===== config.mk =====
export PLATFORM = sky130hd
export DESIGN_NAME = cobs_frame_decoder_flat
export DESIGN_NICKNAME = d
export VERILOG_FILES = /design/src/hw/rtl/cobs_dec_pkg.sv /design/src/hw/rtl/cobs_dec_chan_if.sv /design/src/hw/rtl/cobs_dec_in_reg.sv /design/src/hw/rtl/cobs_dec_step.sv /design/src/hw/rtl/cobs_dec_out_reg.sv /design/src/hw/rtl/cobs_frame_decoder.sv /design/src/flat_wrapper.sv
export SDC_FILE = /design/constraint.sdc
export NUM_CORES = 1
export LEC_CHECK = 0
export ABC_AREA = 1
export BUFFER_PORTS_ARGS = -buffer_cell sky130_fd_sc_hd__buf_2
export CORE_ASPECT_RATIO = 1.25
export CORE_UTILIZATION = 52
export CTS_CLUSTER_DIAMETER = 80
export DETAILED_ROUTE_END_ITERATION = 6
export PLACE_DENSITY = 0.76
export REMOVE_ABC_BUFFERS = 1
export SYNTH_ARGS = -nofsm -noshare
export SYNTH_HDL_FRONTEND = slang
export SYNTH_SLANG_ARGS = --single-unit

===== constraint.sdc =====
create_clock -name clock -period 1.6 [get_ports clock]
set_input_delay 0.24 -clock clock [delete_from_list [all_inputs] [get_ports clock]]
set_output_delay 0.24 -clock clock [all_outputs]
set_load 0.005 [all_outputs]

===== src/hw/rtl/cobs_dec_pkg.sv =====
// Types and status codes shared by the COBS frame decoder modules.
package cobs_dec_pkg;

   localparam int unsigned BYTE_W = 8;
   localparam int unsigned LEN_W  = 7;

   localparam logic [BYTE_W-1:0] CODE_ZERO = 8'h00;
   localparam logic [BYTE_W-1:0] CODE_FULL = 8'hFF;

   typedef enum logic [2:0] {
      ST_OK        = 3'd0,
      ST_ZERO_CODE = 3'd1,
      ST_TRUNC     = 3'd2,
      ST_FULL_MID  = 3'd3,
      ST_TOO_LONG  = 3'd4
   } status_type;

   typedef struct packed {
      logic [BYTE_W-1:0] in_byte;
      logic              in_last;
   } req_type;

   typedef struct packed {
      logic              out_valid;
      logic [BYTE_W-1:0] out_byte;
      logic              frame_done;
      logic [2:0]        frame_status;
      logic [LEN_W-1:0]  frame_length;
   } rsp_type;

   // Input register contents handed to the decode step.
   typedef struct packed {
      logic    valid;
      req_type beat;
   } stage_type;

endpackage


===== src/hw/rtl/cobs_dec_chan_if.sv =====
// Valid/ready channel carrying one beat of a given payload type.
interface cobs_dec_chan_if #(
   parameter type payload_type = logic
);
   logic        valid;
   logic        ready;
   payload_type payload;

   modport source (output valid, output payload, input ready);
   modport sink   (input valid, input payload, output ready);
endinterface


===== src/hw/rtl/cobs_dec_in_reg.sv =====
// Input register: captures one encoded beat and holds it until the step takes it.
module cobs_dec_in_reg
   import cobs_dec_pkg::*;
(
   input  logic      clock,
   input  logic      reset,
   input  logic      req_valid,
   input  req_type   req_beat,
   output logic      req_ready,
   input  logic      advance,
   output stage_type stage
);

   logic    valid_ff, valid_in;
   req_type beat_ff, beat_in;
   logic    take;

   assign req_ready = !valid_ff || advance;
   assign take      = req_valid && req_ready;

   always_comb begin
      valid_in = valid_ff;
      beat_in  = beat_ff;
      if (take) begin
         valid_in = 1'b1;
         beat_in  = req_beat;
      end else if (advance) begin
         valid_in = 1'b0;
      end
   end

   always_ff @(posedge clock) begin
      if (reset) begin
         valid_ff <= 1'b0;
      end else begin
         valid_ff <= valid_in;
      end
   end

   always_ff @(posedge clock) begin
      beat_ff <= beat_in;
   end

   assign stage.valid = valid_ff;
   assign stage.beat  = beat_ff;

endmodule


===== src/hw/rtl/cobs_dec_step.sv =====
// Decode step: frame state registers and the per-byte decode logic.
module cobs_dec_step
   import cobs_dec_pkg::*;
#(
   parameter int unsigned MAX_FRAME = 64
)(
   input  logic      clock,
   input  logic      reset,
   input  stage_type stage,
   input  logic      advance,
   output rsp_type   result
);

   localparam int unsigned CNT_W = $clog2(MAX_FRAME + 1);

   logic [BYTE_W-1:0] group_left_ff, group_left_in;
   logic              prev_full_ff, prev_full_in;
   logic              at_start_ff, at_start_in;
   status_type        error_ff, error_in;
   logic [CNT_W-1:0]  count_ff, count_in;

   logic              full;
   logic              emit;
   logic [BYTE_W-1:0] emit_byte;
   logic [CNT_W+LEN_W-1:0] count_ext;

   assign full = (count_ff >= CNT_W'(MAX_FRAME));

   always_comb begin
      group_left_in = group_left_ff;
      prev_full_in  = prev_full_ff;
      at_start_in   = at_start_ff;
      error_in      = error_ff;
      count_in      = count_ff;
      emit          = 1'b0;
      emit_byte     = CODE_ZERO;

      if (error_ff == ST_OK) begin
         if (group_left_ff == '0) begin
            // Code byte: close the previous group first.
            if (!at_start_ff) begin
               if (prev_full_ff) begin
                  error_in = ST_FULL_MID;
               end else if (full) begin
                  error_in = ST_TOO_LONG;
               end else begin
                  emit     = 1'b1;
                  count_in = count_ff + 1'b1;
               end
            end
            if (error_in == ST_OK) begin
               if (stage.beat.in_byte == CODE_ZERO) begin
                  error_in = ST_ZERO_CODE;
               end else begin
                  group_left_in = stage.beat.in_byte - 1'b1;
                  prev_full_in  = (stage.beat.in_byte == CODE_FULL);
               end
            end
            at_start_in = 1'b0;
         end else begin
            group_left_in = group_left_ff - 1'b1;
            if (full) begin
               error_in = ST_TOO_LONG;
            end else begin
               emit      = 1'b1;
               emit_byte = stage.beat.in_byte;
               count_in  = count_ff + 1'b1;
            end
         end
      end

      if (stage.beat.in_last && error_in == ST_OK && group_left_in != '0) begin
         error_in = ST_TRUNC;
      end
   end

   assign count_ext = {{LEN_W{1'b0}}, count_in};

   always_comb begin
      result.out_valid    = emit;
      result.out_byte     = emit_byte;
      result.frame_done   = stage.beat.in_last;
      result.frame_status = stage.beat.in_last ? error_in : ST_OK;
      result.frame_length = stage.beat.in_last ? count_ext[LEN_W-1:0] : '0;
   end

   always_ff @(posedge clock) begin
      if (reset) begin
         group_left_ff <= '0;
         prev_full_ff  <= 1'b0;
         at_start_ff   <= 1'b1;
         error_ff      <= ST_OK;
         count_ff      <= '0;
      end else if (advance) begin
         if (stage.beat.in_last) begin
            // Frame end: drop all frame state.
            group_left_ff <= '0;
            prev_full_ff  <= 1'b0;
            at_start_ff   <= 1'b1;
            error_ff      <= ST_OK;
            count_ff      <= '0;
         end else begin
            group_left_ff <= group_left_in;
            prev_full_ff  <= prev_full_in;
            at_start_ff   <= at_start_in;
            error_ff      <= error_in;
            count_ff      <= count_in;
         end
      end
   end

endmodule


===== src/hw/rtl/cobs_dec_out_reg.sv =====
// Result register: holds one decoded beat until the sink takes it.
module cobs_dec_out_reg
   import cobs_dec_pkg::*;
(
   input  logic    clock,
   input  logic    reset,
   input  logic    stage_valid,
   input  rsp_type result,
   output logic    advance,
   output logic    rsp_valid,
   output rsp_type rsp_beat,
   input  logic    rsp_ready
);

   logic    valid_ff, valid_in;
   rsp_type beat_ff, beat_in;

   assign advance = stage_valid && (!valid_ff || rsp_ready);

   always_comb begin
      valid_in = valid_ff;
      beat_in  = beat_ff;
      if (advance) begin
         valid_in = 1'b1;
         beat_in  = result;
      end else if (rsp_ready) begin
         valid_in = 1'b0;
      end
   end

   always_ff @(posedge clock) begin
      if (reset) begin
         valid_ff <= 1'b0;
      end else begin
         valid_ff <= valid_in;
      end
   end

   always_ff @(posedge clock) begin
      beat_ff <= beat_in;
   end

   assign rsp_valid = valid_ff;
   assign rsp_beat  = beat_ff;

endmodule


===== src/hw/rtl/cobs_frame_decoder.sv =====
// COBS frame decoder top level: input register, decode step, result register.
//
//   channel    dir  payload                                          beat
//   req_chan   in   in_byte, in_last                                 one encoded byte
//   rsp_chan   out  out_valid, out_byte, frame_done, frame_status,   one per req beat
//                   frame_length
//
// One beat per cycle while rsp_chan is ready; beats pass the input then the result register.
// The frame state register updates once per beat, which bounds the rate.
// Synchronous reset empties both registers and returns to frame start.
// A stalled rsp_chan holds the result; the input register still takes one more beat.
module cobs_frame_decoder
   import cobs_dec_pkg::*;
#(
   parameter int unsigned MAX_FRAME = 64
)(
   input  logic clock,
   input  logic reset,
   cobs_dec_chan_if.sink   req_chan,
   cobs_dec_chan_if.source rsp_chan
);

   stage_type stage;
   rsp_type   result;
   rsp_type   rsp_beat;
   logic      advance;

   cobs_dec_in_reg u_in_reg (
      .clock     (clock),
      .reset     (reset),
      .req_valid (req_chan.valid),
      .req_beat  (req_chan.payload),
      .req_ready (req_chan.ready),
      .advance   (advance),
      .stage     (stage)
   );

   cobs_dec_step #(
      .MAX_FRAME (MAX_FRAME)
   ) u_step (
      .clock   (clock),
      .reset   (reset),
      .stage   (stage),
      .advance (advance),
      .result  (result)
   );

   cobs_dec_out_reg u_out_reg (
      .clock       (clock),
      .reset       (reset),
      .stage_valid (stage.valid),
      .result      (result),
      .advance     (advance),
      .rsp_valid   (rsp_chan.valid),
      .rsp_beat    (rsp_beat),
      .rsp_ready   (rsp_chan.ready)
   );

   assign rsp_chan.payload = rsp_beat;

`ifndef SYNTH
   // A beat in the input register is never dropped while the result side stalls.
   a_hold_stage: assert property (@(posedge clock) disable iff (reset)
      stage.valid && !advance |=> stage.valid)
      else $error("input beat lost while stalled");

   // Status and length are only reported on the frame's last beat.
   a_mid_frame_clean: assert property (@(posedge clock) disable iff (reset)
      rsp_chan.valid && !rsp_beat.frame_done |->
         rsp_beat.frame_status == ST_OK && rsp_beat.frame_length == '0)
      else $error("status or length reported mid-frame");

   // A suppressed byte reads as zero.
   a_idle_byte: assert property (@(posedge clock) disable iff (reset)
      rsp_chan.valid && !rsp_beat.out_valid |-> rsp_beat.out_byte == CODE_ZERO)
      else $error("out_byte nonzero without out_valid");
`endif

endmodule


===== src/flat_wrapper.sv =====
// flat-port wrapper written by rule: the top's interface ports become plain ports
module cobs_frame_decoder_flat import cobs_dec_pkg::*;
#(
   parameter int unsigned MAX_FRAME = 64
)
  (clock, reset, req_chan_valid, req_chan_payload, req_chan_ready, rsp_chan_valid, rsp_chan_payload, rsp_chan_ready);
  cobs_dec_chan_if #(.payload_type(req_type)) req_chan_i ();
  cobs_dec_chan_if #(.payload_type(rsp_type)) rsp_chan_i ();
  input  logic clock;
  input  logic reset;
  input wire logic [$bits(req_chan_i.valid)-1:0] req_chan_valid;
  input wire logic [$bits(req_chan_i.payload)-1:0] req_chan_payload;
  output wire logic [$bits(req_chan_i.ready)-1:0] req_chan_ready;
  output wire logic [$bits(rsp_chan_i.valid)-1:0] rsp_chan_valid;
  output wire logic [$bits(rsp_chan_i.payload)-1:0] rsp_chan_payload;
  input wire logic [$bits(rsp_chan_i.ready)-1:0] rsp_chan_ready;
  assign req_chan_i.valid = req_chan_valid;
  assign req_chan_i.payload = req_chan_payload;
  assign req_chan_ready = req_chan_i.ready;
  assign rsp_chan_valid = rsp_chan_i.valid;
  assign rsp_chan_payload = rsp_chan_i.payload;
  assign rsp_chan_i.ready = rsp_chan_ready;
  cobs_frame_decoder #(.MAX_FRAME(MAX_FRAME)) u_core (.clock(clock), .reset(reset), .req_chan(req_chan_i), .rsp_chan(rsp_chan_i));
endmodule

==> After elaboration in Yosys (flattened, before gate mapping) <==
Cells that the tools add are included.
{ "classes": {"n_mux": 38, "n_bitwise": 1, "magnitude_cmp": 1, "reduce_logical": 22, "n_eq_ne": 2, "add_sub_neg": 3} }
{ "op_table": {"columns": ["cell", "n"], "rows": [
  ["$mux W7", 6],
  ["$mux W8", 5],
  ["$mux W3", 11],
  ["$logic_not A8 Y1", 2],
  ["$mux W1", 16],
  ["$sub A8 B1 Y8 const B", 2],
  ["$reduce_bool A2 Y1", 5],
  ["$logic_not A3 Y1", 3],
  ["$eq A8 B8 Y1 const B", 1],
  ["$reduce_bool A8 Y1", 1],
  ["$add A7 B1 Y7 const B", 1],
  ["$ge A7 B7 Y1 const B", 1],
  ["$reduce_and A5 Y1", 1],
  ["$logic_and A1 B1 Y1", 4],
  ["$reduce_and A3 Y1", 1],
  ["$reduce_or A3 Y1", 1],
  ["$logic_not A1 Y1", 2],
  ["$logic_or A1 B1 Y1", 2],
  ["$ne A2 B1 Y1 const B", 1],
  ["$not A1 Y1", 1]
]} }
{ "word_totals": {"regBits": 51, "input_bits": 13, "out_inout_bits": 22, "word_cells": 81} }

==> Logic depth before layout (Yosys ltp) <==
{ "logic_depth": {"word_depth": 15, "ltp_mapped": 16, "depth_no_buf": 16} }

==> By module <==
A second synthesis with hierarchy kept.
{ "unflattened": {"hier_cells": 369, "hier_area_um2": 2869.0} }
{ "modules_own_cells": {"columns": ["mod", "area_each_um2", "seq_area_each_um2", "cells_per_inst", "instances"], "rows": [
  ["cobs_dec_step", 1895.6, 400.4, 327, 1],
  ["cobs_dec_out_reg", 648.1, 620.6, 26, 1],
  ["cobs_dec_in_reg", 325.3, 290.3, 16, 1]
]} }

==> Worst setup path after synthesis <==
No wires, ideal clock.
{ "synth_path": {"path_kind": "reg-to-reg", "start": "register u_core.u_in_reg.beat_ff, in the netlist u_core.u_in_reg.stage[1]", "end": "register u_core.u_out_reg.beat_ff, in the netlist u_core.u_out_reg.rsp_beat[8], data pin", "path_buffers": 0, "setup_ns": 0.252, "required_ns": 1.348, "slack_ns": -0.210, "synth_period_minus_slack_ns": 1.810, "path_stages_with_launch": 17, "t_arrival_ns": 1.557, "path_cell_list": "edfxtp_1 -> inv_1 -> ha_1 -> nand2_2 -> clkinv_1 -> nand2_2 -> nand3_2 -> nand2_2 -> nand2_2 -> nand2_1 -> nand2_1 -> inv_1 -> nand2_1 -> nor2_1 -> nand2_1 -> nand2_1 -> nand2_1"} }
{ "synth_via": {"elab_chain_len": 9, "word_cells_on_any_way": 15, "classes_between": "add/sub: 1; mux: 9; reduce/logical: 5"} }
{ "synth_rtl": {"columns": ["item", "line_no", "rtl"], "rows": [
  ["start: declaration", "cobs_dec_in_reg.sv:15", "req_type beat_ff, beat_in;"],
  ["start signal: assignment", "cobs_dec_in_reg.sv:41", "beat_ff <= beat_in;"],
  ["parallel branches: the longest is 8 deep, another holds $sub A8 B1 Y8", null, null],
  ["$mux W3 (*)", "cobs_dec_step.sv:72", "if (stage.beat.in_last && error_in == ST_OK && group_left_in != '0) begin"],
  ["end signal: assignment", "cobs_dec_out_reg.sv:40", "beat_ff <= beat_in;"],
  ["end: declaration", "cobs_dec_out_reg.sv:16", "rsp_type beat_ff, beat_in;"]
]} }
Mark *: on every way between the ends.
A chain may end at the register's enable or synchronous reset.

==> Final worst setup path <==
{ "layout_path": {"start": "register u_core.u_step.group_left_ff[1]", "end": "register u_core.u_out_reg.beat_ff, in the netlist u_core.u_out_reg.rsp_beat[8], data pin"} }
{ "layout_via": {"elab_chain_len": 7, "word_cells_on_any_way": 13, "classes_between": "add/sub: 1; mux: 7; reduce/logical: 5"} }
{ "layout_rtl": {"columns": ["item", "line_no", "rtl"], "rows": [
  ["start: declaration", "cobs_dec_step.sv:16", "logic [BYTE_W-1:0] group_left_ff, group_left_in;"],
  ["start signal: assignment", "cobs_dec_step.sv:103", "group_left_ff <= group_left_in;"],
  ["parallel branches: the longest is 6 deep, another holds $sub A8 B1 Y8", null, null],
  ["$mux W3 (*)", "cobs_dec_step.sv:72", null]
]} }
Marks and branches as above.

==> results.json <==
{
  "first_global_vias": 2857,
  "multi_input_area_um2": 1560,
  "avgSynthCellArea_um2": 7.72,
  "reg2regPathDepth": 16,
  "die_area_um2": 5690,
  "cts_made_buffers": 5,
  "synth_cell_types": 33,
  "start_util_pct": 54.8,
  "htree_levels": 2,
  "cts_tree": "yes",
  "ctsRootBufferMaster": "clkbuf_8",
  "vdd_drop_max_v": 0.000734,
  "yosys_warnings": 0,
  "cp_data_required_time_ps": 1680,
  "synth_ff_type": "edfxtp_1",
  "num_antenna_cells": 0,
  "drv_cap": 0,
  "fin_ws_ps": -334,
  "postCtsHoldBufs": 0,
  "status": "finished, violations left",
  "clkTransAtPathRegs_ps": 100,
  "synth_top_cell_by_area": "edfxtp_1",
  "timing.fmax_mhz": 517,
  "yosysMostFrequentCell": "nand2_1",
  "synth_edf_count": 29,
  "power_density_nw_per_um2": 968,
  "core_um2": 5120,
  "drc": 0,
  "io_pins": 35,
  "rsz0062_at_grt": "yes",
  "failed_checks": "negative setup slack",
  "crit_buf_inv": 3,
  "finalCritPeriodShare_pct": 121,
  "tightest_slew_ps": 463,
  "wirelength_um": 8490,
  "synthCells": 363,
  "relSlewSlack_pct": 68.8,
  "drt-pass1-iter-count": 5,
  "cp_slowest_stage_delay_ps": 350,
  "async_flop_share_pct": 0,
  "synth-seq-area-share_pct": 46.8,
  "critPathLaunchType": "flop",
  "drv_slew": 0,
  "placed_area_um2": 3530,
  "finalInstanceArea_um2": 4090,
  "clock_skew_ps": 11.4,
  "seq_area_um2": 1320,
  "cts_buffer_depth": 2,
  "grt_pass1_wl_um": 12500,
  "dp.final_hpwl_um": 5320,
  "die_y_um": 84.1,
  "post_drt_wl_per_cell_um": 15.6,
  "clkLatencyLatePin_ps": 310,
  "vias_per_cell": 5.54,
  "finalNetCount": 499,
  "p_total_uw": 3960,
  "hold_class": "primary input to flop",
  "p_leak_uw": 0.00189,
  "grt.overflow.total": 0,
  "grt_max_degree": 17,
  "drt_iter0_markers": 280,
  "syn_area_um2": 2800,
  "min_path_cells": 1,
  "path_depth": 16,
  "slowest_stage": "dfxtp_2",
  "path_delay_family": "simple AND/OR/NAND/NOR gates",
  "num_rows": 29,
  "worst_ep_arrival_time_ps": 2010,
  "crit_type": "flop to flop",
  "antenna_found_initial": 0,
  "via_count": 3009,
  "fillers": 314,
  "numClockSinks": 51,
  "gp_congestion": 1.02,
  "yosysTopAreaCellShare_pct": 31.1,
  "drive_gt1_share_pct": 44.1,
  "synthToLayoutAreaGrowth_pct": 45.9,
  "period_needed_ps": 1930,
  "synthTopCellsByCount": "98 x nand2_1, 46 x inv_1, 43 x nor2_1",
  "end_kind": "flop",
  "grt_use_total_pct": 29.0,
  "hold_viol_final": 0,
  "r2r_slack_ps": -330,
  "port-buffer-count": 34,
  "synth_area_leaders": "edfxtp_1 31%, dfxtp_1 16%, nand2_1 13%",
  "ant_nets": 0,
  "setup_viol": 23,
  "critPathMostFrequentCell": "nand2_1",
  "synth_seq_cells": 51,
  "die_w_um": 67.7,
  "path_max_fanout": 4,
  "crit_path_cell_trace": "inv_4 -> buf_6 -> ha_4 -> nand2_1 -> nor2_2 -> nand3_1 -> nand3_1 -> nand2_1 -> clkinv_1 -> nand2_2 -> nand2_2 -> nand3_2 -> nor2_2 -> nand2_1 -> nand2_1 -> nand2_1"
}
registers in the layout, summed over array words and instances (netlist names):
register	count
u_core.u_step.at_start_ff	1
u_core.u_in_reg.valid_ff	1
u_core.u_step.error_ff	3
u_core.u_step.group_left_ff	8
u_core.u_step.count_ff	7
u_core.u_step.prev_full_ff	1
u_core.u_out_reg.rsp_beat	20
u_core.u_out_reg.rsp_valid	1
u_core.u_in_reg.stage	9
metrics by stage:
step | TNS (ps) | worst slack [ps] | hold slack (ps) | util, % | std cells
floorplan | -1530 | -224 | 309 | - | 356
global route | -5460 | -415 | 94.9 | 79.9 | 543
finish | -3100 | -334 | 106 | 79.9 | 543
CTS | -1280 | -210 | 106 | 75.5 | 535
detailed placement | -3200 | -322 | 419 | 69.1 | 521
global placement | -1890 | -281 | 416 | 69.1 | 521
routing by layer:
metal	part of all wire, %	vias up	GRT usage, %	wire [um]
li1	-	1417	-	-
met1	37	1394	32.5	3140
met2	53	154	50.9	4490
met3	5.6	44	4.64	476
met4	4.5	0	14.3	385
met5	0	-	0	0
path summary, 6_finish.rpt:
path	startpoint	endpoint
worst min register to register	u_core.u_step.count_ff[4]	u_core.u_step.count_ff[4]
worst max-delay path	u_core.u_step.group_left_ff[1]	u_core.u_out_reg.rsp_beat[8]
worst max register to register	u_core.u_step.group_left_ff[1]	u_core.u_out_reg.rsp_beat[8]
worst min-delay path	req_chan_payload[6]	u_core.u_in_reg.stage[6]
layout make-up:
class	instances	share of cell area (%)
sequential	51	32.4
multi-input combinational	253	38.1
tap	62	1.90
timing repair buffer	116	20.0
clock buffer	7	2.39
inverter	53	5.05
clock inverter	1	0.184
cell usage in the layout (no fill, tap or decap), drive strengths merged, types with 9 or more instances in the layout:
cell | netlist | routed
nand4 | 9 | 9
buf | 3 | 116
dfxtp | 22 | 22
nand3 | 30 | 30
a21oi | 25 | 25
edfxtp | 29 | 29
nand2 | 107 | 107
inv | 50 | 51
nor2 | 47 | 48
where the power goes:
part / switching [uW] / internal, uW / total [uW]
Clock: 432 / 404 / 836
Combinational: 884 / 708 / 1590
Sequential: 47.6 / 1480 / 1530
Total: 1360 / 2590 / 3960
kinds of logic after synthesis:
family	share of synthesized area, %
fa+ha+maj	2.68
flops	46.8
compound gates	8.26
simple gates	32.1
xor+xnor	1.87
buf+inv	8.34
repair_timing:
| item | 4_1_cts | 5_1_grt |
|---|---|---|
| pin swaps | 22 | 25 |
| cloned | 1 | 0 |
| setup endpoints to repair | 36 | 36 |
| endpoints found under the hold margin | 0 | 0 |
| buffers inserted | 15 | 9 |
| resized for setup | 50 | 47 |
(Power assumes the default switching activity.)
